### src/hw/rtl/mwmf_pkg.sv
`timescale 1ns / 1ps
// ----------------------------------------------------------------------------
// mwmf_pkg
// Shared types and constants for the masked window median filter.
// ----------------------------------------------------------------------------
package mwmf_pkg;

   localparam int MAX_WIDTH  = 1024;
   localparam int MAX_HEIGHT = 1024;
   localparam int MAX_RADIUS = 3;
   localparam int RING_SIZE  = (2 * MAX_RADIUS + 2) * MAX_WIDTH;
   localparam int ADDR_W     = $clog2(RING_SIZE);
   localparam int WIN_SIDE   = 2 * MAX_RADIUS + 1;
   localparam int WIN_MAX    = WIN_SIDE * WIN_SIDE;
   localparam int QUEUE_DEPTH = 4;

   // Register byte offsets
   localparam logic [3:0] REG_WIDTH  = 4'd0;
   localparam logic [3:0] REG_HEIGHT = 4'd4;
   localparam logic [3:0] REG_RADIUS = 4'd8;

   // Item kinds
   localparam logic FUNC_PIXEL = 1'b0;
   localparam logic FUNC_DRAIN = 1'b1;

   // Effective frame geometry
   typedef struct packed {
      logic [10:0] w;
      logic [10:0] h;
      logic [1:0]  r;
   } geom_type;

   // One output position handed from front to back
   typedef struct packed {
      logic [ADDR_W-1:0] ptr;
      logic [9:0]        row;
      logic [9:0]        col;
      logic              last;
   } job_type;

   // Line store write port
   typedef struct packed {
      logic              en;
      logic [ADDR_W-1:0] addr;
      logic [8:0]        data;
   } wr_type;

endpackage

### src/hw/rtl/mwmf_front.sv
`timescale 1ns / 1ps
// ----------------------------------------------------------------------------
// mwmf_front
// Accepts items, writes the line store and decides which output is due.
// ----------------------------------------------------------------------------
module mwmf_front import mwmf_pkg::*; (
   input  logic       clock,
   input  logic       reset,
   input  geom_type   geom,
   input  logic       req_valid,
   output logic       req_stall,
   input  logic       req_func,
   input  logic [7:0] req_pixel,
   input  logic       req_mask_on,
   input  logic       q_full,
   output logic       q_push,
   output job_type    q_job,
   output wr_type     wr
);

   logic [9:0]        in_row_ff, in_row_in, in_col_ff, in_col_in;
   logic [19:0]       in_idx_ff, in_idx_in;
   logic [9:0]        out_row_ff, out_row_in, out_col_ff, out_col_in;
   logic [ADDR_W-1:0] out_ptr_ff, out_ptr_in;
   logic [12:0]       ahead_ff, ahead_in;
   logic              accept, pix;
   logic [10:0]       icol_p1, irow_p1, ocol_p1, orow_p1;
   logic [12:0]       ahead_n, thr;

   assign req_stall = q_full;
   assign accept    = req_valid & ~req_stall;
   assign pix       = accept & (req_func == FUNC_PIXEL);

   assign wr.en   = pix;
   assign wr.addr = out_ptr_ff + ADDR_W'(ahead_ff);
   assign wr.data = {req_mask_on, req_pixel};

   assign icol_p1 = {1'b0, in_col_ff} + 11'd1;
   assign irow_p1 = {1'b0, in_row_ff} + 11'd1;
   assign ocol_p1 = {1'b0, out_col_ff} + 11'd1;
   assign orow_p1 = {1'b0, out_row_ff} + 11'd1;
   assign thr     = 13'(geom.r) * 13'(geom.w) + 13'(geom.r);

   always_comb begin
      in_row_in  = in_row_ff;
      in_col_in  = in_col_ff;
      in_idx_in  = in_idx_ff;
      out_row_in = out_row_ff;
      out_col_in = out_col_ff;
      out_ptr_in = out_ptr_ff;
      ahead_n    = ahead_ff + 13'(pix);
      ahead_in   = ahead_n;
      q_push     = 1'b0;

      // Advance the input position
      if (pix) begin
         if (icol_p1 == geom.w) begin
            in_col_in = 10'd0;
            if (irow_p1 == geom.h) begin
               in_row_in = 10'd0;
               in_idx_in = 20'd0;
            end else begin
               in_row_in = irow_p1[9:0];
               in_idx_in = in_idx_ff + 20'd1;
            end
         end else begin
            in_col_in = icol_p1[9:0];
            in_idx_in = in_idx_ff + 20'd1;
         end
      end

      // Output due once its window is complete or the frame has ended
      if (accept && ahead_n != 13'd0 &&
          (ahead_n > thr || 20'(ahead_n) > in_idx_in)) begin
         q_push     = 1'b1;
         ahead_in   = ahead_n - 13'd1;
         out_ptr_in = out_ptr_ff + ADDR_W'(1);
         if (ocol_p1 == geom.w) begin
            out_col_in = 10'd0;
            out_row_in = (orow_p1 == geom.h) ? 10'd0 : orow_p1[9:0];
         end else begin
            out_col_in = ocol_p1[9:0];
         end
      end
   end

   assign q_job.ptr  = out_ptr_ff;
   assign q_job.row  = out_row_ff;
   assign q_job.col  = out_col_ff;
   assign q_job.last = (orow_p1 == geom.h) && (ocol_p1 == geom.w);

   always_ff @(posedge clock) begin
      if (reset) begin
         in_row_ff  <= '0;
         in_col_ff  <= '0;
         in_idx_ff  <= '0;
         out_row_ff <= '0;
         out_col_ff <= '0;
         out_ptr_ff <= '0;
         ahead_ff   <= '0;
      end else begin
         in_row_ff  <= in_row_in;
         in_col_ff  <= in_col_in;
         in_idx_ff  <= in_idx_in;
         out_row_ff <= out_row_in;
         out_col_ff <= out_col_in;
         out_ptr_ff <= out_ptr_in;
         ahead_ff   <= ahead_in;
      end
   end

endmodule

### config.mk
export PLATFORM = sky130hd
export DESIGN_NAME = mwmf_front
export DESIGN_NICKNAME = d
export VERILOG_FILES = /design/src/hw/rtl/mwmf_pkg.sv /design/src/hw/rtl/mwmf_front.sv
export SDC_FILE = /design/constraint.sdc
export NUM_CORES = 1
export LEC_CHECK = 0
export ABC_AREA = 1
export ABC_CLOCK_PERIOD_IN_PS = 18100
export BUFFER_PORTS_ARGS = -buffer_cell sky130_fd_sc_hd__buf_2
export CORE_UTILIZATION = 25
export CTS_BUF_LIST = sky130_fd_sc_hd__clkbuf_2 sky130_fd_sc_hd__clkbuf_4 sky130_fd_sc_hd__clkbuf_8
export CTS_CLUSTER_DIAMETER = 200
export DETAILED_ROUTE_END_ITERATION = 12
export GPL_TIMING_DRIVEN = 0
export SKIP_LAST_GASP = 1
export SLEW_MARGIN = 20
export SYNTH_ARGS = -nofsm -noshare
export SYNTH_HDL_FRONTEND = slang
export SYNTH_SLANG_ARGS = --single-unit
### constraint.sdc
create_clock -name clock -period 18.1 [get_ports clock]
set_clock_uncertainty 0.1 [all_clocks]
set_input_delay 2.715 -clock clock [delete_from_list [all_inputs] [get_ports clock]]
set_output_delay 2.715 -clock clock [all_outputs]
set_load 0.01 [all_outputs]
==> out/metrics.yaml <==
critical_path_class: "primary input to output pin"
tightest_slew_ns: 0.762
drc_errors: 0
maxSlewViolCount: 0
endpoint: "q_push"
relSlewSlack_pct: 48.8
h-tree-depth: 3
synthCells: 1220
fin_ws_ns: 6.77
fin_crit_ns: 11.33
syn_nets: 1328
syn_to_final_growth_pct: 15.6
critPathMaxStageDelay_ns: 0.59
gp_congestion: 0.881
path_delay_family: "simple AND/OR/NAND/NOR gates"
final-seq-area_um2: 1720
cp_max_fo: 11
rsz0062_at_grt: "false"
via_per_inst: 4.54
final_hold_viol_count: 0
cp-start-kind: "primary input"
crit_top_cell: "nand2_1"
p_per_area_nw_per_um2: 97.8
clockBufferDepth: 2
dr.pass1.iters: 8
grt_max_degree: 15
postPlaceCellArea_um2: 8610
cp-end-kind: "output pin"
multiInputGateArea_um2: 5020
required_ns: 15.29
cts_tree: "done"
p_leak_nw: 4.37
postSynthAreaPerCell_um2: 6.30
core-area_um2: 30000
hold_path_class: "flip-flop to flip-flop"
cts_buffers: 9
dieWidth_um: 177
drt-initial-drc-count: 526
postCtsSetupRepairBufs: 0
place_worst_setup_slack_ns: 6.75
port-buffer-count: 86
layout_commonest_cell: "nand2_1"
fillerInstances: 3302
final_cell_area_um2: 8890
final_cell_mix: "nand2_1 (322), inv_1 (187), nor2_1 (125)"
drv_cap: 0
worstReg2RegEnd: "out_col_ff[8]$_SDFFE_PP0P_"
ff2ff_setup_slack_ns: 13.46
num_rows: 63
reg2reg_depth: 25
clockRootBuffer: "clkbuf_8"
antenna_found_initial: 1
status: "completed"
dp_hpwl_um: 16800
hold_slack_ns: 0.383
setup_viol: 0
cp-startpoint: "q_full"
synth.distinct_cells: 43
holdBufCountCts: 0
initial_core_util_pct: 25.7
clk_pin_slew_ns: 0.09
cp.depth: 32
synth-edff-count: 0
synthFlopType: "dfxtp_1"
irDropWorstVdd_uv: 68.5
cts_resized: 0
die_h_um: 177
wire_per_inst_um: 12.1
grt_util_all_layers_pct: 13.5
fin_tns_setup_ns: 0
routed-via-count: 7785
syn_area_um2: 7690
clock-sinks: 86
post-route-period-util_pct: 62.6
grt_pass1_wl_um: 34500
yosysSeqAreaShare_pct: 22.4
drive_above_1_share_pct: 11.2
crit_slowest_cell: "clkbuf_1"
ios: 97
fmax_mhz: 88.3
routed_wl_um: 20700
grt_overflow_total: 0
nets: 1425
antenna_left: 0
path_buf_inv: 11
grt_pass1_vias: 7184
clock_latency_ns: 0.39
async_flop_share_pct: 0
yosys_register_bits: 86
arrival_ns: 8.51
dieArea_um2: 31500
rr_startpoint: "in_row_ff[0]$_SDFFE_PP0P_"
synth_warnings: 0
==> synth_stat cells, types with 3 or more instances <==
| master | instances | area [um2] |
|---|---|---|
| xor2_1 | 60 | 526 |
| nor3b_1 | 3 | 22.5 |
| buf_2 | 5 | 25.0 |
| ha_1 | 67 | 838 |
| dfxtp_1 | 86 | 1720 |
| o21bai_1 | 4 | 30.0 |
| nor2_1 | 125 | 469 |
| inv_1 | 187 | 702 |
| nand3b_1 | 5 | 37.5 |
| nand4_1 | 41 | 257 |
| o21ai_1 | 6 | 30.0 |
| nand2_2 | 4 | 25.0 |
| clkbuf_1 | 19 | 71.3 |
| nor4_1 | 6 | 37.5 |
| or2_2 | 9 | 56.3 |
| inv_2 | 3 | 11.3 |
| o21ai_0 | 31 | 155 |
| buf_4 | 14 | 105 |
| nor3_1 | 19 | 95.1 |
| fa_1 | 3 | 60.1 |
| a21oi_1 | 63 | 315 |
| o31ai_1 | 4 | 30.0 |
| nand2_1 | 322 | 1210 |
| nand3_1 | 84 | 420 |
| xnor2_1 | 23 | 201 |
==> power by group <==
group	total, mW	leakage [nW]	internal (mW)	switching [mW]
Clock	0.190	0.140	0.113	0.0767
Sequential	0.224	0.694	0.206	0.0181
Combinational	0.455	3.54	0.159	0.296
Total	0.869	4.37	0.479	0.391
==> worst min path at each step <==
stage	to	startpoint	depth (start not counted)	slack (ns)
after floorplan	in_col_ff[9]$_SDFFE_PP0P_	in_col_ff[9]$_SDFFE_PP0P_	2	0.35
after global placement	in_col_ff[9]$_SDFFE_PP0P_	in_col_ff[9]$_SDFFE_PP0P_	2	0.36
after detailed placement	in_col_ff[9]$_SDFFE_PP0P_	in_col_ff[9]$_SDFFE_PP0P_	2	0.37
after CTS	in_col_ff[9]$_SDFFE_PP0P_	in_col_ff[9]$_SDFFE_PP0P_	2	0.39
after global routing	in_col_ff[9]$_SDFFE_PP0P_	in_col_ff[9]$_SDFFE_PP0P_	2	0.42
final	in_col_ff[9]$_SDFFE_PP0P_	in_col_ff[9]$_SDFFE_PP0P_	2	0.38
==> worst min-delay path: cells and delay by family (launching register included) <==
family	cells	cell delay [ns]
DFF	1	0.32
and+or+nand+nor	1	0.06
AOI/OAI and AO/OA	1	0.06
==> registers in the layout, indices dropped and copies added (netlist names) <==
| name | count |
|---|---|
| in_col_ff | 10 |
| ahead_ff | 13 |
| out_col_ff | 10 |
| out_row_ff | 10 |
| in_idx_ff | 20 |
| in_row_ff | 10 |
| out_ptr_ff | 13 |
==> metrics by stage <==
step           utilization, %  cells  power (mW)
2_1_floorplan               -   1220       0.553
3_3_place_gp             28.7   1696       0.676
6_report                 29.7   1713       0.869
5_1_grt                  29.7   1712       0.944
3_5_place_dp             28.7   1696       0.680
4_1_cts                  29.7   1712       0.877
==> metal layers <==
layer	vias up	GRT usage, %	wire length (um)
met4	0	2.78	195
met2	185	22.5	9350
li1	4070	-	-
met3	15	2.66	1130
met1	3515	18.0	10100
met5	-	0	0
==> final cells by class <==
| cell class | count | area share [%] |
|---|---|---|
| Multi-Input combinational cell | 903 | 56.5 |
| Sequential cell | 86 | 19.4 |
| Inverter | 191 | 8.07 |
| Tap cell | 390 | 5.49 |
| Timing Repair Buffer | 86 | 4.84 |
| Buffer | 40 | 2.52 |
| Clock buffer | 11 | 1.70 |
| Clock inverter | 5 | 1.45 |
| Antenna cell | 1 | 0.0282 |
==> logic make-up after synthesis <==
kind of cell / synth area share, %
DFF: 22.4
AOI/OAI and AO/OA: 8.69
and+or+nand+nor: 35.3
xor gates and xnor gates: 9.46
buffers and inverters: 12.2
muxes: 0.260
adders and majority gates: 11.7
(Power assumes the default switching activity.)
