### config.mk
export PLATFORM = sky130hd
export DESIGN_NAME = mwmf_queue
export DESIGN_NICKNAME = d
export VERILOG_FILES = /design/src/hw/rtl/mwmf_pkg.sv /design/src/hw/rtl/mwmf_queue.sv
export SDC_FILE = /design/constraint.sdc
export NUM_CORES = 1
export LEC_CHECK = 0
export BUFFER_PORTS_ARGS = -buffer_cell sky130_fd_sc_hd__buf_2
export CAP_MARGIN = 20
export CORE_MARGIN = 4
export CORE_UTILIZATION = 50
export DETAILED_ROUTE_END_ITERATION = 8
export PLACE_DENSITY_LB_ADDON = 0.2
export SYNTH_ARGS = -nofsm -noshare
export SYNTH_HDL_FRONTEND = slang
export SYNTH_SLANG_ARGS = --single-unit
### constraint.sdc
create_clock -name clock -period 2.29 [get_ports clock]
set_clock_uncertainty 0.05 [all_clocks]
set_input_delay 0.1145 -clock clock [delete_from_list [all_inputs] [get_ports clock]]
set_output_delay 0.1145 -clock clock [all_outputs]
set_load 0.01 [all_outputs]
### src/hw/rtl/mwmf_pkg.sv
`timescale 1ns / 1ps
// ----------------------------------------------------------------------------
// mwmf_pkg
// Shared types and constants for the masked window median filter.
// ----------------------------------------------------------------------------
package mwmf_pkg;

   localparam int MAX_WIDTH  = 1024;
   localparam int MAX_HEIGHT = 1024;
   localparam int MAX_RADIUS = 3;
   localparam int RING_SIZE  = (2 * MAX_RADIUS + 2) * MAX_WIDTH;
   localparam int ADDR_W     = $clog2(RING_SIZE);
   localparam int WIN_SIDE   = 2 * MAX_RADIUS + 1;
   localparam int WIN_MAX    = WIN_SIDE * WIN_SIDE;
   localparam int QUEUE_DEPTH = 4;

   // Register byte offsets
   localparam logic [3:0] REG_WIDTH  = 4'd0;
   localparam logic [3:0] REG_HEIGHT = 4'd4;
   localparam logic [3:0] REG_RADIUS = 4'd8;

   // Item kinds
   localparam logic FUNC_PIXEL = 1'b0;
   localparam logic FUNC_DRAIN = 1'b1;

   // Effective frame geometry
   typedef struct packed {
      logic [10:0] w;
      logic [10:0] h;
      logic [1:0]  r;
   } geom_type;

   // One output position handed from front to back
   typedef struct packed {
      logic [ADDR_W-1:0] ptr;
      logic [9:0]        row;
      logic [9:0]        col;
      logic              last;
   } job_type;

   // Line store write port
   typedef struct packed {
      logic              en;
      logic [ADDR_W-1:0] addr;
      logic [8:0]        data;
   } wr_type;

endpackage

### src/hw/rtl/mwmf_queue.sv
`timescale 1ns / 1ps
// ----------------------------------------------------------------------------
// mwmf_queue
// Short job queue between the front and back parts.
// ----------------------------------------------------------------------------
module mwmf_queue import mwmf_pkg::*; (
   input  logic    clock,
   input  logic    reset,
   input  logic    push,
   input  job_type push_job,
   input  logic    pop,
   output job_type head,
   output logic    empty,
   output logic    full
);

   localparam int PW = $clog2(QUEUE_DEPTH);

   job_type         slot_ff [QUEUE_DEPTH];
   logic [PW-1:0]   wp_ff, rp_ff;
   logic [PW:0]     cnt_ff;

   assign head  = slot_ff[rp_ff];
   assign empty = (cnt_ff == '0);
   assign full  = (cnt_ff == (PW+1)'(QUEUE_DEPTH));

   always_ff @(posedge clock) begin
      if (push) slot_ff[wp_ff] <= push_job;
   end

   always_ff @(posedge clock) begin
      if (reset) begin
         wp_ff  <= '0;
         rp_ff  <= '0;
         cnt_ff <= '0;
      end else begin
         if (push) wp_ff <= wp_ff + PW'(1);
         if (pop)  rp_ff <= rp_ff + PW'(1);
         cnt_ff <= cnt_ff + (PW+1)'(push) - (PW+1)'(pop);
      end
   end

endmodule

==> results of run 1 <==
[stage by stage]
stage	setup WS [ns]	hold WS [ns]
after CTS	0.09677	0.2792
after floorplan	0.4693	0.1361
after detailed placement	0.5171	0.2815
after global routing	0.02619	0.2916
final	0.1298	0.3042
after global placement	0.5492	0.2769
[final cells by class]
type	instances	area share, %
repair buffers	119	12.48
well taps	136	2.452
multi-input cells	61	14.73
inverters	6	0.3245
clock buffers	18	6.021
clock inverters	14	2.524
flip-flops and latches	145	61.47
[cells by family (layout without fill, tap and decap cells)]
kind of cell / count (synthesis) / after routing
flops: 145 / 145
mux: 35 / 35
simple gates: 14 / 14
buf+inv: 14 / 157
fa+ha+maj: 7 / 7
xor+xnor: 3 / 3
compound gates: 2 / 2
[flip-flops by register name, indices dropped and copies added (netlist names), named ones only]
signal	cells
wp_ff	2
slot_ff	136
cnt_ff	3
rp_ff	2
[worst max-delay path, stage by stage, from the launching register on]
cell and delay, ns:
sky130_fd_sc_hd__dfxtp_2 0.52, sky130_fd_sc_hd__buf_12 0.22, sky130_fd_sc_hd__mux4_1 0.58, sky130_fd_sc_hd__buf_2 0.17
[synth_stat cells]
library cell / number / area share (%)
sky130_fd_sc_hd__edfxtp_1: 136 / 76
sky130_fd_sc_hd__a21bo_2: 1 / 0.19
sky130_fd_sc_hd__and2_1: 4 / 0.46
sky130_fd_sc_hd__buf_12: 3 / 1.1
sky130_fd_sc_hd__nor3_1: 1 / 0.093
sky130_fd_sc_hd__nand3b_1: 1 / 0.14
sky130_fd_sc_hd__dfxtp_1: 9 / 3.3
sky130_fd_sc_hd__buf_2: 3 / 0.28
sky130_fd_sc_hd__mux2i_1: 1 / 0.19
sky130_fd_sc_hd__xnor2_1: 2 / 0.32
sky130_fd_sc_hd__nor2b_1: 2 / 0.23
sky130_fd_sc_hd__fa_1: 1 / 0.37
sky130_fd_sc_hd__inv_1: 6 / 0.42
sky130_fd_sc_hd__ha_1: 6 / 1.4
sky130_fd_sc_hd__a21oi_1: 1 / 0.093
sky130_fd_sc_hd__xor3_1: 1 / 0.44
sky130_fd_sc_hd__mux4_1: 4 / 1.9
sky130_fd_sc_hd__mux4_2: 30 / 13
sky130_fd_sc_hd__buf_6: 1 / 0.21
sky130_fd_sc_hd__nor2_1: 5 / 0.35
sky130_fd_sc_hd__and3_1: 1 / 0.12
sky130_fd_sc_hd__clkbuf_1: 1 / 0.070
[timing repair]
item	4_1_cts	5_1_grt
endpoints found under the setup margin	0	0
hold buffers	37	0
endpoints found under the hold margin	145	0
[placed cells by master (no fill, tap or decap), types with 5 or more instances in the layout]
master                          synthesis  final
sky130_fd_sc_hd__edfxtp_1             136    136
sky130_fd_sc_hd__buf_2                  3     73
sky130_fd_sc_hd__dlygate4sd3_1          0     37
sky130_fd_sc_hd__mux4_2                30     30
sky130_fd_sc_hd__clkbuf_16              0     16
sky130_fd_sc_hd__dfxtp_1                9      7
sky130_fd_sc_hd__inv_1                  6      6
sky130_fd_sc_hd__ha_1                   6      6
sky130_fd_sc_hd__nor2_1                 5      5
sky130_fd_sc_hd__inv_6                  0      5
sky130_fd_sc_hd__buf_12                 3      5
[layer usage]
metal	share of wire, %	vias to the layer above	track usage (%)
met5	0	-	0
met4	0.86	0	5.596
met3	4.7	7	5.000
met2	52	63	26.70
met1	43	1328	21.34
li1	-	1188	-
[report_power, final]
part / switching [uW] / internal (uW) / total, uW
clock network: 1050 / 1680 / 2730
logic: 300 / 346 / 646
registers: 56.2 / 3050 / 3100
[how the worst min path moves through the flow]
| stage | startpoint | end | slack, ns | depth (start not counted) |
|---|---|---|---|---|
| global route | push_job[5] | slot_ff[3][5] | 0.29 | 2 |
| detailed placement | push_job[31] | slot_ff[0][31] | 0.28 | 1 |
| floorplan | reset | cnt_ff[0] | 0.14 | 1 |
| global placement | push_job[32] | slot_ff[0][32] | 0.28 | 1 |
| CTS | push_job[7] | slot_ff[1][7] | 0.28 | 2 |
| finish | push_job[7] | slot_ff[1][7] | 0.30 | 2 |
==> flow_metrics.env, run 1 <==
export IMPL_synth_seq_area_share_pct=79.05
export IMPL_post_cts_setup_buffers=0
export IMPL_avgRoutedWirePerCell_um=18.65
export IMPL_design_area_sq_um=6940
export IMPL_final_core_utilization_pct=66.63
export IMPL_final_fill_count=687
export IMPL_clock_path_buffers=2
export IMPL_rr_startpoint="cnt_ff[0]"
export IMPL_ys_ff_latch=145
export IMPL_main_combinational_cell_family_by_area_after_synthesis="multiplexers"
export IMPL_instances_no_fill=499
export IMPL_slew_viol_final=0
export IMPL_count_of_standard_cell_rows=37
export IMPL_via_count_of_the_first_global_routing_pass=2836
export IMPL_first_pass_iters=4
export IMPL_grtUsageTotal_pct=16.44
export IMPL_cts_buffers=17
export IMPL_synthSimpleGateAreaFrac_pct=1.392
export IMPL_power_density_nw_per_um2=933.4
export IMPL_timing_setup_tns_ns=0
export IMPL_placed_area_sq_um=5977
export IMPL_post_route_period_util_pct=94.33
export IMPL_ios=74
export IMPL_yosys_mux_area_fraction_pct=14.66
export IMPL_end_kind="primary output"
export IMPL_final_nets=395
export IMPL_clock_sinks=145
export IMPL_initial_utilization_pct=51.78
export IMPL_syn_nets=265
export IMPL_crit_reg2reg_capture="cnt_ff[2]"
export IMPL_total_wire_length_mm=9.307
export IMPL_design_core_area_sq_um=10420
export IMPL_cp_endpoint="head[33]"
export IMPL_vdd_ir_drop_worst_mv=0.5012
export IMPL_final_antenna_net_count=0
export IMPL_die_w_um=111.9
export IMPL_unrepaired_setup_endpoints_after_global_routing="no"
export IMPL_worst_hold_check_path_type="primary input to flip-flop"
export IMPL_synth_compound_area_share_pct=0.2784
export IMPL_maximum_number_of_pins_on_one_net_before_global_route_repair=24
export IMPL_multiInputGateArea_sq_um=1022
export IMPL_share_of_layout_cells_above_drive_strength_1_pct=41.05
export IMPL_yosys_area_share_adder_pct=1.763
export IMPL_cts_root_buf="sky130_fd_sc_hd__clkbuf_8"
export IMPL_timing_final_crit_period_ns=2.160
export IMPL_die_area_sq_um=12510
export IMPL_place_port_buffers=73
export IMPL_maximum_capacitance_violations=0
export IMPL_power_total_uw=6478
export IMPL_die_y_um=111.9
export IMPL_post_synth_xor_area_fraction_pct=0.7655
export IMPL_numPlacedInstances=430
export IMPL_grt_first_pass_wirelength_mm=15.31
export IMPL_avg_vias_per_cell=5.182
export IMPL_reg2reg_depth=7
export IMPL_outcome="finished clean"
export IMPL_post_cts_resized_instances=0
export IMPL_antenna_violations_before_repair=0
export IMPL_detail_route_drc_violations=0
export IMPL_max_slew_margin_rel_pct=73.04
export IMPL_routabilityCongestion=0.6973
export IMPL_cp_required_ns=2.13
export IMPL_number_of_distinct_library_cells_after_synthesis=22
export IMPL_worst_setup_sp_type="flip-flop"
export IMPL_setup_viol_count_final=0
export IMPL_worst_setup_path_type="flip-flop to primary output"
export IMPL_synthCells=220
export IMPL_mappedNetlistArea_sq_um=5394
export IMPL_synth_avg_cell_area_sq_um=24.52
export IMPL_timing_critical_path_arrival_ns=2.00
export IMPL_max_slew_worst_pin_slew_ns=0.4045
export IMPL_hpwlAfterDp_mm=5.420
export IMPL_clock_transition_at_the_register_clock_pins_on_the_worst_setup_and_hold_paths_after_cts_ns=0.06
export IMPL_final_seq_area_sq_um=4267
export IMPL_cts_max_level=4
export IMPL_antenna_cells_inserted=0
export IMPL_ys_warnings_count=0
export IMPL_cts_tree="built"
export IMPL_power_static_leakage_uw=0.002455
export IMPL_final_hold_violation_count=0
export IMPL_overflow=0
export IMPL_area_delta_synth_final_pct=28.67
export IMPL_worst_skew_pair_latency_ns=0.50
export IMPL_path_max_fanout=14
export IMPL_r2r_slack_ns=0.52
export IMPL_fmaxAchievable_mhz=462.9
export IMPL_vias=2586
export IMPL_dr_first_iter_drc_count=133
(Power assumes the default switching activity.)
==> run 2, diff against run 1 <==
--- a/config.mk
+++ b/config.mk
@@ -10,6 +10,7 @@
 export CORE_MARGIN = 4
 export CORE_UTILIZATION = 50
 export DETAILED_ROUTE_END_ITERATION = 8
+export GPL_TIMING_DRIVEN = 0
 export PLACE_DENSITY_LB_ADDON = 0.2
 export SYNTH_ARGS = -nofsm -noshare
 export SYNTH_HDL_FRONTEND = slang
==> run 2 against run 1 <==
Net effect: worst hold slack improved by 0.0068 ns; cell count is 0.60% higher; clock-buffer cell count unchanged; sequential share of layout area decreased by 0.97 points; utilization increased by 1.0 points; critical path type unchanged; via count decreased by 0.50%.
==> flow_metrics.env, run 2 (synthesized netlist as in run 1, its figures left out) <==
export IMPL_detailroute_wirelength_met3_um=328
export IMPL_cts_buffers=17
export IMPL_vias=2573
export IMPL_post_route_period_util_pct=93.41
export IMPL_total_wire_length_mm=9.302
export IMPL_largest_reg_flops=136
export IMPL_via_count_of_the_first_global_routing_pass=2862
export IMPL_crit_path_max_incr_delay_ns=0.38
export IMPL_clock_path_buffers=2
export IMPL_avgRoutedWirePerCell_um=18.53
export IMPL_timing_final_crit_period_ns=2.139
export IMPL_post_cts_resized_instances=0
export IMPL_wl_met2_mm=4.858
export IMPL_worst_skew_pair_latency_ns=0.50
export IMPL_vdd_ir_drop_worst_mv=0.7047
export IMPL_end_kind="primary output"
export IMPL_path_max_fanout=10
export IMPL_design_core_area_sq_um=10420
export IMPL_clock_transition_at_the_register_clock_pins_on_the_worst_setup_and_hold_paths_after_cts_ns=0.06
export IMPL_r2r_slack_ns=0.48
export IMPL_worst_setup_path_type="flip-flop to primary output"
export IMPL_antenna_cells_inserted=0
export IMPL_worst_hold_check_path_type="primary input to flip-flop"
export IMPL_avg_vias_per_cell=5.125
export IMPL_max_slew_worst_pin_slew_ns=0.4079
export IMPL_final_fill_count=688
export IMPL_overflow=0
export IMPL_cp_required_ns=2.13
export IMPL_cts_max_level=4
export IMPL_die_y_um=111.9
export IMPL_layout_cells_most_common="sky130_fd_sc_hd__edfxtp_1"
export IMPL_timing_critical_path_cells="clkbuf_1, buf_2, mux4_2, buf_2"
export IMPL_highest_layer="met4"
export IMPL_commonest_non_fill_non_tap_cells_in_the_layout="136 x sky130_fd_sc_hd__edfxtp_1, 76 x sky130_fd_sc_hd__buf_2, 38 x sky130_fd_sc_hd__dlygate4sd3_1"
export IMPL_final_nets=399
export IMPL_final_hold_violation_count=0
export IMPL_fmaxAchievable_mhz=467.5
export IMPL_design_area_sq_um=7048
export IMPL_power_density_nw_per_um2=961.4
export IMPL_routabilityCongestion=0.6837
export IMPL_biggest_regs="slot_ff: 136 flops, cnt_ff: 3 flops"
export IMPL_timing_critical_path_mode_cell="sky130_fd_sc_hd__buf_2"
export IMPL_area_delta_synth_final_pct=30.67
export IMPL_unrepaired_setup_endpoints_after_global_routing="no"
export IMPL_first_pass_iters=4
export IMPL_ios=74
export IMPL_antenna_violations_before_repair=0
export IMPL_maximum_number_of_pins_on_one_net_before_global_route_repair=31
export IMPL_detail_route_drc_violations=0
export IMPL_power_total_uw=6776
export IMPL_rr_startpoint="cnt_ff[0]"
export IMPL_cts_tree="built"
export IMPL_cts_root_buf="sky130_fd_sc_hd__clkbuf_8"
export IMPL_crit_path_top_delay_cell="sky130_fd_sc_hd__mux4_2"
export IMPL_timing_critical_path_arrival_ns=1.97
export IMPL_placed_area_sq_um=6015
export IMPL_grtUsageTotal_pct=15.98
export IMPL_hpwlAfterDp_mm=5.475
export IMPL_outcome="finished clean"
export IMPL_die_area_sq_um=12510
export IMPL_max_slew_margin_rel_pct=72.81
export IMPL_wirelength_met1_mm=4.043
export IMPL_worst_setup_sp_type="flip-flop"
export IMPL_hold_path_startpoint="push_job[5]"
export IMPL_grt_first_pass_wirelength_mm=15.08
export IMPL_initial_utilization_pct=51.78
export IMPL_slew_viol_final=0
export IMPL_place_port_buffers=73
export IMPL_maximum_capacitance_violations=0
export IMPL_die_w_um=111.9
export IMPL_share_of_layout_cells_above_drive_strength_1_pct=40.71
export IMPL_power_static_leakage_uw=0.002502
export IMPL_final_antenna_net_count=0
export IMPL_setup_ws_final_ns=0.1508
export IMPL_registers_top_by_ff_count="slot_ff"
export IMPL_clock_sinks=145
export IMPL_post_placement_worst_setup_slack_ns=0.4810
export IMPL_setup_viol_count_final=0
export IMPL_dr_first_iter_drc_count=135
export IMPL_count_of_standard_cell_rows=37
==> run 2: stage by stage <==
stage / TNS [ns] / instances / hold slack (ns) / util, %
2_1_floorplan: 0 / 220 / 0.1361 / -
3_3_place_gp: -28.89 / 429 / 0.2771 / 56.92
3_5_place_dp: 0 / 433 / 0.2799 / 57.74
4_1_cts: 0 / 502 / 0.2820 / 67.66
5_1_grt: 0 / 502 / 0.3030 / 67.66
6_report: 0 / 502 / 0.3109 / 67.66
==> run 2: worst max-delay path: cells and delay by family, from the launching register on <==
family / cells / cell delay, ns
buffers and inverters: 3 / 0.79
multiplexers: 1 / 0.38
flip-flops: 1 / 0.30
==> run 2: worst paths after layout <==
kind	cells past startpoint	end
max reg2reg	7	cnt_ff[2]
min reg2reg	2	rp_ff[1]
max	4	head[28]
min	2	slot_ff[1][5]
==> run 2: what timing repair did <==
action                                 CTS  global route
hold buffers                            38             0
buffers inserted                         0             0
endpoints found under the hold margin  145             0
==> run 2: final cells by class <==
class	count	area, sq um	share of cell area (%)
Inverter	6	22.52	0.3195
Buffer	8	90.09	1.278
Sequential cell	145	4264	60.50
Timing Repair Buffer	115	825.8	11.72
Clock buffer	18	417.9	5.929
Multi-Input combinational cell	61	1022	14.50
Tap cell	136	170.2	2.414
Clock inverter	13	235.2	3.337
==> run 2: power breakdown <==
part	internal, uW	switching [uW]	leakage, uW
Combinational	363	322	0.000867
Sequential	3040	43.1	0.00132
Clock	1990	1010	0.000311
Total	5400	1380	0.00250
==> run 2: per-layer routing <==
layer / GRT usage [%] / vias to the layer above
met5: 0 / -
met4: 6.083 / 0
met3: 3.478 / 6
met2: 26.30 / 56
met1: 21.06 / 1327
li1: - / 1184
