### src/hw/rtl/mwmf_pkg.sv
`timescale 1ns / 1ps
// ----------------------------------------------------------------------------
// mwmf_pkg
// Shared types and constants for the masked window median filter.
// ----------------------------------------------------------------------------
package mwmf_pkg;

   localparam int MAX_WIDTH  = 1024;
   localparam int MAX_HEIGHT = 1024;
   localparam int MAX_RADIUS = 3;
   localparam int RING_SIZE  = (2 * MAX_RADIUS + 2) * MAX_WIDTH;
   localparam int ADDR_W     = $clog2(RING_SIZE);
   localparam int WIN_SIDE   = 2 * MAX_RADIUS + 1;
   localparam int WIN_MAX    = WIN_SIDE * WIN_SIDE;
   localparam int QUEUE_DEPTH = 4;

   // Register byte offsets
   localparam logic [3:0] REG_WIDTH  = 4'd0;
   localparam logic [3:0] REG_HEIGHT = 4'd4;
   localparam logic [3:0] REG_RADIUS = 4'd8;

   // Item kinds
   localparam logic FUNC_PIXEL = 1'b0;
   localparam logic FUNC_DRAIN = 1'b1;

   // Effective frame geometry
   typedef struct packed {
      logic [10:0] w;
      logic [10:0] h;
      logic [1:0]  r;
   } geom_type;

   // One output position handed from front to back
   typedef struct packed {
      logic [ADDR_W-1:0] ptr;
      logic [9:0]        row;
      logic [9:0]        col;
      logic              last;
   } job_type;

   // Line store write port
   typedef struct packed {
      logic              en;
      logic [ADDR_W-1:0] addr;
      logic [8:0]        data;
   } wr_type;

endpackage

### src/hw/rtl/mwmf_csr.sv
`timescale 1ns / 1ps
// ----------------------------------------------------------------------------
// mwmf_csr
// Configuration registers with clamped effective geometry.
// ----------------------------------------------------------------------------
module mwmf_csr import mwmf_pkg::*; (
   input  logic        clock,
   input  logic        reset,
   input  logic        psel,
   input  logic        penable,
   input  logic        pwrite,
   input  logic [3:0]  paddr,
   input  logic [31:0] pwdata,
   output logic [31:0] prdata,
   output logic        pready,
   output geom_type    geom
);

   logic [10:0] width_ff;
   logic [10:0] height_ff;
   logic [1:0]  radius_ff;
   logic        wr_en;

   assign pready = 1'b1;
   assign wr_en  = psel & penable & pwrite;

   // Register writes, word decode
   always_ff @(posedge clock) begin
      if (reset) begin
         width_ff  <= 11'd640;
         height_ff <= 11'd480;
         radius_ff <= 2'd1;
      end else if (wr_en) begin
         unique case ({paddr[3:2], 2'b00})
            REG_WIDTH:  width_ff  <= pwdata[10:0];
            REG_HEIGHT: height_ff <= pwdata[10:0];
            REG_RADIUS: radius_ff <= pwdata[1:0];
            default: ;
         endcase
      end
   end

   // Read back
   always_comb begin
      unique case ({paddr[3:2], 2'b00})
         REG_WIDTH:  prdata = {21'd0, width_ff};
         REG_HEIGHT: prdata = {21'd0, height_ff};
         REG_RADIUS: prdata = {30'd0, radius_ff};
         default:    prdata = 32'd0;
      endcase
   end

   // Clamp to the supported range
   always_comb begin
      if (width_ff == 11'd0) geom.w = 11'd1;
      else if (width_ff > 11'(MAX_WIDTH)) geom.w = 11'(MAX_WIDTH);
      else geom.w = width_ff;
      if (height_ff == 11'd0) geom.h = 11'd1;
      else if (height_ff > 11'(MAX_HEIGHT)) geom.h = 11'(MAX_HEIGHT);
      else geom.h = height_ff;
      if (radius_ff == 2'd0) geom.r = 2'd1;
      else geom.r = radius_ff;
   end

endmodule

### config.mk
export PLATFORM = sky130hd
export DESIGN_NAME = mwmf_csr
export DESIGN_NICKNAME = d
export VERILOG_FILES = /design/src/hw/rtl/mwmf_pkg.sv /design/src/hw/rtl/mwmf_csr.sv
export SDC_FILE = /design/constraint.sdc
export NUM_CORES = 1
export LEC_CHECK = 0
export BUFFER_PORTS_ARGS = -buffer_cell sky130_fd_sc_hd__buf_4
export CAP_MARGIN = 20
export CORE_ASPECT_RATIO = 1.75
export CORE_MARGIN = 2
export CORE_UTILIZATION = 40
export CTS_BUF_LIST = sky130_fd_sc_hd__clkbuf_8 sky130_fd_sc_hd__clkbuf_16
export DETAILED_ROUTE_END_ITERATION = 8
export PLACE_DENSITY = 0.76
export SYNTH_ARGS = -nofsm -noshare
export SYNTH_HDL_FRONTEND = slang
export SYNTH_SLANG_ARGS = --single-unit
### constraint.sdc
create_clock -name clock -period 2.4 [get_ports clock]
set_input_delay 0.36 -clock clock [delete_from_list [all_inputs] [get_ports clock]]
set_output_delay 0.36 -clock clock [all_outputs]
set_load 0.01 [all_outputs]
==> summary.txt, run 1 <==
Outcome
  • Status: finished, final reports clean

Global route
  • First-pass GRT wire length: 5368 um
  • Vias in the first global route: 1152
  • Total track usage: 0.1555
  • Largest net degree at the start of global routing: 41
  • Initial antenna violation count: 0
  • Total grt overflow: 0

Power and ir drop
  • Peak VDD IR: 269.2 uV
  • Pwr Total: 808.3 uW
  • PD cells: 421.7 nW/um^2
  • Leakage: 0.0008845 uW

Placed design
  • DP HPWL: 2632 um
  • Gpl congestion: 0.7691
  • Port bufs: 52
  • Setup slack at placement: 0.9082 ns
  • Placed Area: 1862 um^2

Yosys
  • Average cell area after synthesis: 8.488 um^2
  • Post-synth top area share: 0.3060
  • Top cells by area, synth: dfxtp_1 (31%), mux2i_1 (22%), buf_4 (11%)
  • Area of the mapped netlist: 1570 um^2
  • FF+latch count, synth: 24
  • Register area share after synthesis: 0.3060
  • Synthesized instance count: 185
  • Syn. warnings: 0
  • Synth area leader: dfxtp_1
  • Unique masters post-synth: 20

Timing
  • Setup-failing EPs final: 0
  • Slew headroom: 0.6177
  • Worst-Margin Slew: 0.5703 ns
  • Clk_skew: 0 ns
  • Final Hold Viols: 0
  • Final WS setup: 0.7633 ns
  • RSZ-0062 raised after global routing: no
  • Period utilisation layout: 0.6820
  • Max-slew violation count: 0
  • Setup Total Neg Slack: 0 ns
  • Min Tclk post-route: 1.637 ns
  • Peak Freq: 611.0 MHz

Clock tree
  • Post-CTS Setup Bufs: 0
  • CTS resizes: 0
  • CTS root buf: clkbuf_8
  • CTS tree: yes
  • Htree depth: 1
  • Clk buf depth: 2
  • Clock latency on the worst-skew pair: 0.26 ns
  • TritonCTS Buffers: 3
  • Hold_buf cts: 0
  • CTS Sinks: 24
  • Clock slew at reported path FFs: 0.08 ns

Hold path
  • WHS Endpoint: height_ff[6]
  • Hold depth: 3
  • Hold Startpoint: pwdata[6]
  • Type of the worst min-delay path: primary input to flop

Critical path
  • Critical path's largest stage delay: 0.34 ns
  • Cells along the critical path: nor4_1 > a31oi_1 > nor2_1 > buf_4
  • Max FO, Critical Path: 4
  • R2R Path Start: height_ff[10]
  • Reg2reg setup slack: 1.50 ns
  • Critical Path AT: 1.28 ns
  • Required @ worst endpoint: 2.04 ns
  • Startpoint Class: flop
  • Slowest CP cell: dfxtp_1
  • R2R depth: 2
  • FF-to-FF End: height_ff[10]
  • Critical Path Sink Type: output port
  • Crit Path Class: flop to output port

Route
  • DR vias/cell: 4.628
  • Top Metal Used: met4
  • Routed wire per std cell: 12.48 um
  • DR pass1 iterations: 4
  • M1 wire length: 1347 um
  • Routed via count: 1268
  • Final wirelength: 3420 um
  • ANT nets after route: 0
  • Met2 WL: 1837 um
  • Residual DRC: 0
  • Drt initial violations: 16
  • Met3 routed WL: 196 um

Die
  • Die Span X: 51.36 um
  • Starting density of the core: 0.4101
  • # rows: 30
  • Die area: 4462 um^2
  • Core Area: 3829 um^2
  • Die H: 86.89 um
  • I/O pin cnt: 98

Finish
  • Final nets: 268
  • Number of diodes: 0
  • Fin area: 1917 um^2
  • Commonest non-fill, non-tap cell in the layout: buf_4
  • Share of layout cells above drive strength 1: 0.2655
  • Area grow syn2layout: 22.07%
  • Most frequent cells in the layout: buf_4 (53), mux2i_1 (35), nand2b_1 (28)
  • FILL cells: 383

Flow run
  • MaxCap Viol Count: 0
-- worst max-delay path by stage --
| stage | start | endpoint |
|---|---|---|
| final | height_ff[4] | geom[2] |
| after global routing | height_ff[10] | prdata[10] |
| after CTS | height_ff[10] | prdata[10] |
| after detailed placement | paddr[2] | prdata[0] |
| after global placement | paddr[2] | prdata[0] |
| after floorplan | paddr[2] | prdata[0] |
-- worst max-delay path: cells and delay by family (launching register included) --
| kind | cells | cell delay [ns] |
|---|---|---|
| simple gates | 2 | 0.40 |
| buf+inv | 1 | 0.13 |
| compound gates | 1 | 0.14 |
| flops | 1 | 0.34 |
-- report_power, final --
group | leakage, uW | internal [uW] | switching [uW]
logic | 0.000662 | 59.3 | 66.6
registers | 0.000194 | 403 | 6.50
clock network | 0.0000288 | 146 | 127
total | 0.000884 | 609 | 200
-- layout make-up --
cell class	count	area, um^2	share of cell area
multi-input cells	145	923.4	0.4817
flip-flops and latches	24	480.5	0.2507
repair buffers	53	397.9	0.2076
well taps	48	60.06	0.03133
clock buffers	4	55.05	0.02872
-- cell families after synthesis --
family / after synthesis / share of synthesized area
DFF: 24 / 0.3060
AOI/OAI and AO/OA: 4 / 0.01434
muxes: 35 / 0.2231
buffers and inverters: 36 / 0.1538
and+or+nand+nor: 84 / 0.2980
other: 2 / 0.004783
-- layer usage --
metal	vias to the layer above	global-route usage
li1	636	-
met1	579	0.1803
met2	51	0.2867
met3	2	0.01375
met4	0	0.05742
met5	-	0
-- cell usage after synthesis --
library cell	count
a31oi_1	2
buf_2	1
buf_4	24
buf_6	2
clkbuf_1	9
conb_1	2
dfxtp_1	24
mux2i_1	35
nand2_1	2
nand2b_1	28
nand3_2	1
nor2_1	26
nor2b_1	19
nor3_1	2
nor3_2	1
nor3b_1	1
nor3b_2	1
nor4_1	2
o21ai_0	2
or3_1	1
-- per-stage QoR --
| stage | util | hold slack [ns] | instances |
|---|---|---|---|
| finish | 0.5007 | 0.3617 | 274 |
| global route | 0.5007 | 0.3668 | 274 |
| detailed placement | 0.4863 | 0.4957 | 270 |
| global placement | 0.4863 | 0.4804 | 270 |
| floorplan | - | 0.4610 | 205 |
| CTS | 0.5007 | 0.3647 | 274 |
-- flip-flops by register name, indices dropped and copies added (netlist names) --
register	cells
height_ff	11
radius_ff	2
width_ff	11
No activity file was read; power rests on OpenSTA's default activity.
==> inputs of run 2 (changes only) <==
Settings changed: ABC_AREA set to 1, CORE_UTILIZATION 40 to 37, PLACE_DENSITY 0.76 to 0.75.
Clock period 2.4 ns to 1.5 ns, I/O delays scaled along.
==> run 2 against run 1 <==
Effect of this change: the run now ends with setup timing left; highest routed layer unchanged; largest power group unchanged; clock power is 100% higher; synthesized area fell by 7.6%; final cell count increased by 19%.
==> summary.txt, run 2 <==
Outcome
  • Status: finished, violations left
  • Failing checks: setup timing

Critical path
  • Cell repeated most along the worst path: nor2_4
  • Critical Path Sink Type: output port
  • Crit Path Class: flop to output port
  • R2R depth: 3 (+1)
  • Required @ worst endpoint: 1.27 ns (-0.77 ns)
  • FF-to-FF End: height_ff[1]
  • Reg2reg setup slack: 0.71 ns (-0.79 ns)
  • Max FO, Critical Path: 8 (+4)
  • Largest delay contributor family on the critical path: simple AND/OR/NAND/NOR gates
  • Cells along the critical path: nor2_4 > nand3_4 > nor2_4 > nor2_4 > nor2_1 > buf_4
  • Slowest CP cell: dfxtp_1
  • WP buf/inv: 1 (unchanged)
  • Critical path's largest stage delay: 0.40 ns (+0.06 ns)
  • Startpoint Class: flop
  • Critical Path AT: 1.32 ns (+0.04 ns)
  • R2R Path Start: height_ff[1]

Placed design
  • DP HPWL: 2980 um (+13%)
  • Gpl congestion: 0.8849 (+15%)
  • Port bufs: 52 (unchanged)
  • Placed insts: 319 (+18%)
  • Setup slack at placement: -0.001402 ns (-0.9096 ns)
  • Placed Area: 1803 um^2 (-3.2%)

Clock tree
  • Hold_buf cts: 0 (unchanged)
  • CTS root buf: clkbuf_8
  • TritonCTS Buffers: 3 (unchanged)
  • CTS Sinks: 24 (unchanged)
  • CTS tree: yes
  • Htree depth: 1 (unchanged)
  • Clock slew at reported path FFs: 0.08 ns (about the same)
  • Clk buf depth: 2 (unchanged)
  • Clock latency on the worst-skew pair: 0.26 ns (about the same)

Timing
  • RSZ-0062 raised after global routing: yes
  • Setup Total Neg Slack: -0.2495 ns (-0.2495 ns)
  • Setup-failing EPs final: 10 (+10)
  • Clk_skew: 0 ns (unchanged)
  • Final WS setup: -0.04568 ns (-0.8089 ns)
  • Max-slew violation count: 0 (unchanged)
  • Period utilisation layout: 1.030
  • Final Hold Viols: 0 (unchanged)
  • Min Tclk post-route: 1.546 ns
  • Peak Freq: 647.0 MHz

Yosys
  • Most common library cells after synthesis: nor2_1 (67), inv_1 (29), dfxtp_1 (24)
  • Average cell area after synthesis: 6.474 um^2 (-24%)
  • Primary FF master, synth: dfxtp_1
  • Number of synthesized flops with an enable pin: 0 (unchanged)
  • Synthesized instance count: 224 (+21%)
  • Area of the mapped netlist: 1450 um^2 (-7.6%)
  • Synth area leader: dfxtp_1
  • FF+latch count, synth: 24 (unchanged)
  • Most frequent cell after synthesis: nor2_1
  • Top cells by area, synth: dfxtp_1 (33%), nor2_1 (17%), buf_4 (11%)
  • Asr flop ratio synth: 0 (unchanged)
  • Unique masters post-synth: 21 (+5.0%)
  • Register area share after synthesis: 0.3313 (+0.02534)
  • Post-synth top area share: 0.3313 (+0.02534)
  • Syn. warnings: 0 (unchanged)

Power and ir drop
  • Clock power share: 0.380 (+0.042)
  • Switching power share of the total: 0.2441 (-0.002958)
  • PD cells: 706.7 nW/um^2 (+68%)
  • Internal Power: 1112 uW (+83%)
  • Sequential power share: 0.451 (-0.056)
  • P_sw: 359.1 uW (+80%)
  • Peak VDD IR: 422.2 uV (+57%)
  • Logic pwr share: 0.169 (+0.013)
  • Leakage: 0.001014 uW (+15%)

Die
  • Die H: 86.82 um (about the same)
  • I/O pin cnt: 98 (unchanged)
  • # rows: 30 (unchanged)
  • Core Area: 3829 um^2 (unchanged)
  • Die Span X: 51.33 um (about the same)
  • Die area: 4456 um^2 (-0.15%)
  • Starting density of the core: 0.3788 (-0.03137)

Finish
  • Number of diodes: 0 (unchanged)
  • Area grow syn2layout: 43.57%
  • Largest registers: height_ff (11), width_ff (11), radius_ff (2)
  • Commonest non-fill, non-tap cell in the layout: buf_4
  • Share of layout cells above drive strength 1: 0.4373 (+0.1718)
  • Final nets: 321 (+20%)
  • FILL cells: 385 (+0.52%)
  • Fin area: 2082 um^2 (+8.6%)
  • Finished Layout Cells: 327 (+19%)
  • Multi-input gate area: 859.6 um^2 (-6.9%)
  • Register Area: 505.5 um^2 (+5.2%)
  • Most frequent cells in the layout: buf_4 (61), nor2_1 (44), inv_1 (26)

Global route
  • Largest net degree at the start of global routing: 25 (-39%)
  • Total track usage: 0.1761 (+0.02063)
  • Initial antenna violation count: 0 (unchanged)
  • First-pass GRT wire length: 6030 um (+12%)
  • Total grt overflow: 0 (unchanged)
  • Vias in the first global route: 1406 (+22%)

Flow run
  • MaxCap Viol Count: 0 (unchanged)

Route
  • Drt initial violations: 46 (+30)
  • Routed via count: 1509 (+19%)
  • Final wirelength: 3884 um (+14%)
  • Residual DRC: 0 (unchanged)
  • ANT nets after route: 0 (unchanged)
  • Routed wire per std cell: 11.88 um (-4.8%)
  • DR vias/cell: 4.615 (-0.28%)
  • DR pass1 iterations: 4 (unchanged)

Hold path
  • Hold Startpoint: pwdata[7]
  • Hold depth: 3 (unchanged)
  • Type of the worst min-delay path: primary input to flop
  • WHS Endpoint: height_ff[7]
## run 2: logic make-up (layout without fill, tap and decap cells)
| family | Yosys count | in the layout | share of synthesized area |
|---|---|---|---|
| other | 2 | 22 | 0.005179 |
| AO/OA/AOI/OAI | 37 | 37 | 0.1527 |
| flip-flops | 24 | 24 | 0.3313 |
| AND/OR/NAND/NOR | 99 | 99 | 0.2804 |
| buffers and inverters | 62 | 97 | 0.2304 |
## run 2: worst min-delay path, cell delays in order
cell	delay (ns)
buf_4	0.08
nand2_1	0.04
o211ai_1	0.06
## run 2: power groups by stage
stage,sequential [uW],clock (uW),combinational (uW)
CTS,662,565,237
global placement,674,0,225
detailed placement,674,0,226
global route,665,589,273
finish,663,559,249
floorplan,673,0,163
## run 2: layer usage
| metal | part of all wire | GRT usage |
|---|---|---|
| met1 | 0.39 | 0.1996 |
| met2 | 0.54 | 0.3270 |
| met3 | 0.045 | 0.006897 |
| met4 | 0.026 | 0.08612 |
| met5 | 0 | 0 |
## run 2: final cells by class
| type | instances | share of cell area |
|---|---|---|
| clock buffers | 3 | 0.01983 |
| inverters | 31 | 0.05589 |
| flip-flops and latches | 24 | 0.2428 |
| multi-input cells | 158 | 0.4129 |
| repair buffers | 62 | 0.2254 |
| well taps | 48 | 0.02885 |
| clock inverters | 1 | 0.01442 |
## run 2: timing repair
action                     CTS  global route
buffers inserted             2             2
setup endpoints to repair   17            18
pin swaps                   13            14
gates resized for setup     34            32
## run 2: how the worst max path moves through the flow
stage            startpoint  endpoint  cells after the start
2_1_floorplan   width_ff[8]  geom[14]                      5
3_3_place_gp   height_ff[4]   geom[4]                      6
3_5_place_dp   height_ff[4]   geom[3]                      6
4_1_cts         width_ff[5]  geom[21]                      6
5_1_grt         width_ff[6]  geom[14]                      6
6_report        width_ff[1]  geom[14]                      6
## run 2: through the flow
stage               hold WS (ns)  utilization  power, uW
global placement          0.4545       0.4709      899.2
global route              0.1898       0.5438       1526
finish                    0.1840       0.5438       1471
detailed placement        0.4587       0.4709      900.3
floorplan                 0.3554            -      836.5
CTS                       0.1808       0.5186       1464
==> inputs of run 3 (changes only) <==
Settings changed: CORE_UTILIZATION 37 to 30, PLACE_DENSITY 0.75 to not set.
==> run 3 against run 2 <==
Effect of this change: the run still ends with setup timing left; worst hold slack better by 0.0060 ns; non-clock buffer count unchanged; routed wire length up 7.2%; critical path type unchanged.
==> summary.txt, run 3 (synthesized netlist as in run 2, its figures left out) <==
Placed design
  • Setup slack at placement: -0.07654 ns (-0.07513 ns)
  • Gpl congestion: 0.8284 (-6.4%)
  • DP HPWL: 3180 um (+6.7%)
  • Port bufs: 52 (unchanged)

Global route
  • Initial antenna violation count: 0 (unchanged)
  • Largest net degree at the start of global routing: 25 (unchanged)
  • Total grt overflow: 0 (unchanged)
  • Vias in the first global route: 1430 (+1.7%)
  • First-pass GRT wire length: 6479 um (+7.4%)
  • Total track usage: 0.1541 (-0.02202)

Clock tree
  • Hold_buf cts: 0 (unchanged)
  • CTS root buf: clkbuf_8
  • CTS Sinks: 24 (unchanged)
  • TritonCTS Buffers: 3 (unchanged)
  • Clock latency on the worst-skew pair: 0.26 ns (about the same)
  • Htree depth: 1 (unchanged)
  • CTS tree: yes
  • Clk buf depth: 2 (unchanged)
  • Clock slew at reported path FFs: 0.08 ns (about the same)

Power and ir drop
  • PD cells: 620.6 nW/um^2 (-12%)
  • Switching power share of the total: 0.2771 (+0.03302)
  • Internal Power: 931.2 uW (-16%)
  • Peak VDD IR: 417.4 uV (-1.1%)
  • Clock power share: 0.293 (-0.087)
  • Logic pwr share: 0.196 (+0.027)
  • Leakage: 0.001004 uW (-1.0%)
  • Sequential power share: 0.512 (+0.061)
  • Pwr Total: 1288 uW (-12%)
  • P_sw: 356.9 uW (-0.61%)

Hold path
  • Type of the worst min-delay path: primary input to flop

Timing
  • Worst hold margin: 0.1900 ns (+0.005950 ns)
  • Period utilisation layout: 1.027 (-0.003481)
  • Peak Freq: 649.2 MHz (+0.34%)
  • RSZ-0062 raised after global routing: yes
  • Final Hold Viols: 0 (unchanged)
  • Max-slew violation count: 0 (unchanged)
  • Setup-failing EPs final: 8 (-2)
  • Setup Total Neg Slack: -0.1979 ns (+0.05157 ns)
  • Clk_skew: 0 ns (unchanged)
  • Final WS setup: -0.04045 ns (+0.005222 ns)
  • Min Tclk post-route: 1.540 ns (-0.005222 ns)

Critical path
  • Critical Path AT: 1.32 ns (about the same)
  • Max FO, Critical Path: 8 (unchanged)
  • Startpoint Class: flop
  • Crit Path Class: flop to output port
  • Critical Path Sink Type: output port
  • Required @ worst endpoint: 1.27 ns (about the same)

Die
  • Die H: 95.98 um (+11%)
  • I/O pin cnt: 98 (unchanged)
  • Starting density of the core: 0.3108 (-0.06795)
  • # rows: 33 (+10%)
  • Die Span X: 56.56 um (+10%)
  • Core Area: 4666 um^2 (+22%)
  • Die area: 5428 um^2 (+22%)

Outcome
  • Status: finished, violations left
  • Failing checks: setup timing

Route
  • Residual DRC: 0 (unchanged)
  • DR pass1 iterations: 4 (unchanged)
  • Met3 routed WL: 184 um (+5.1%)
  • Routed via count: 1541 (+2.1%)
  • M1 wire length: 1600 um (+6.7%)
  • Routed wire per std cell: 12.62 um (+6.2%)
  • Drt initial violations: 46 (unchanged)
  • ANT nets after route: 0 (unchanged)
  • DR vias/cell: 4.670 (+1.2%)
  • Top Metal Used: met4
  • Met2 WL: 2200 um (+4.4%)
  • Final wirelength: 4164 um (+7.2%)

Finish
  • Final nets: 321 (unchanged)
  • Most frequent cells in the layout: buf_4 (61), nor2_1 (44), inv_1 (26)
  • Share of layout cells above drive strength 1: 0.4460 (+0.008767)
  • Largest registers: height_ff (11), width_ff (11), radius_ff (2)
  • Commonest non-fill, non-tap cell in the layout: buf_4
  • Number of diodes: 0 (unchanged)
  • Area grow syn2layout: 43.14%
  • Final Util: 0.4449 (-0.09890)
  • FILL cells: 512 (+33%)

Flow run
  • MaxCap Viol Count: 0 (unchanged)
## run 3: layout make-up
type / instances / area [um^2] / area share
Inverter: 31 / 116.4 / 0.05606
Clock buffer: 3 / 41.29 / 0.01989
Tap cell: 52 / 65.06 / 0.03134
Sequential cell: 24 / 518.0 / 0.2495
Timing Repair Buffer: 62 / 469.2 / 0.2260
Multi-Input combinational cell: 158 / 865.8 / 0.4171
## run 3: worst paths after layout
check	startpoint	to	slack, ns	cells past startpoint
min	pwdata[5]	height_ff[5]	0.19	3
max reg2reg	width_ff[0]	width_ff[0]	0.72	3
min reg2reg	radius_ff[0]	radius_ff[0]	0.54	2
max	width_ff[6]	geom[19]	-0.04	6
## run 3: critical path, stage by stage (launching register included)
cell     delay, ns
dfxtp_4       0.37
nor2_4        0.05
nand3_4       0.09
nor2_4        0.05
nor2_4        0.27
nor2_1        0.07
buf_4         0.15
## run 3: power groups by stage
stage / logic [uW] / clock network [uW] / registers [uW]
3_3_place_gp: 229 / 0 / 674
5_1_grt: 275 / 417 / 661
2_1_floorplan: 163 / 0 / 673
3_5_place_dp: 230 / 0 / 675
4_1_cts: 241 / 385 / 664
6_report: 252 / 377 / 659
## run 3: layer usage
metal	up-vias	GRT usage
met5	-	0
met2	58	0.2849
met3	14	0.01344
met1	706	0.1660
met4	0	0.09524
li1	763	-
## run 3: through the flow
stage                     instance area, um^2  std cells
after detailed placement                 1808        323
after floorplan                          1525        244
after CTS                                1973        328
final                                    2076        330
after global placement                   1808        323
after global routing                     2076        330
## run 3: timing repair
action                                  4_1_cts  5_1_grt
endpoints found under the setup margin       17       18
pin swaps                                     8       11
buffers inserted                              2        2
resized for setup                            39       33
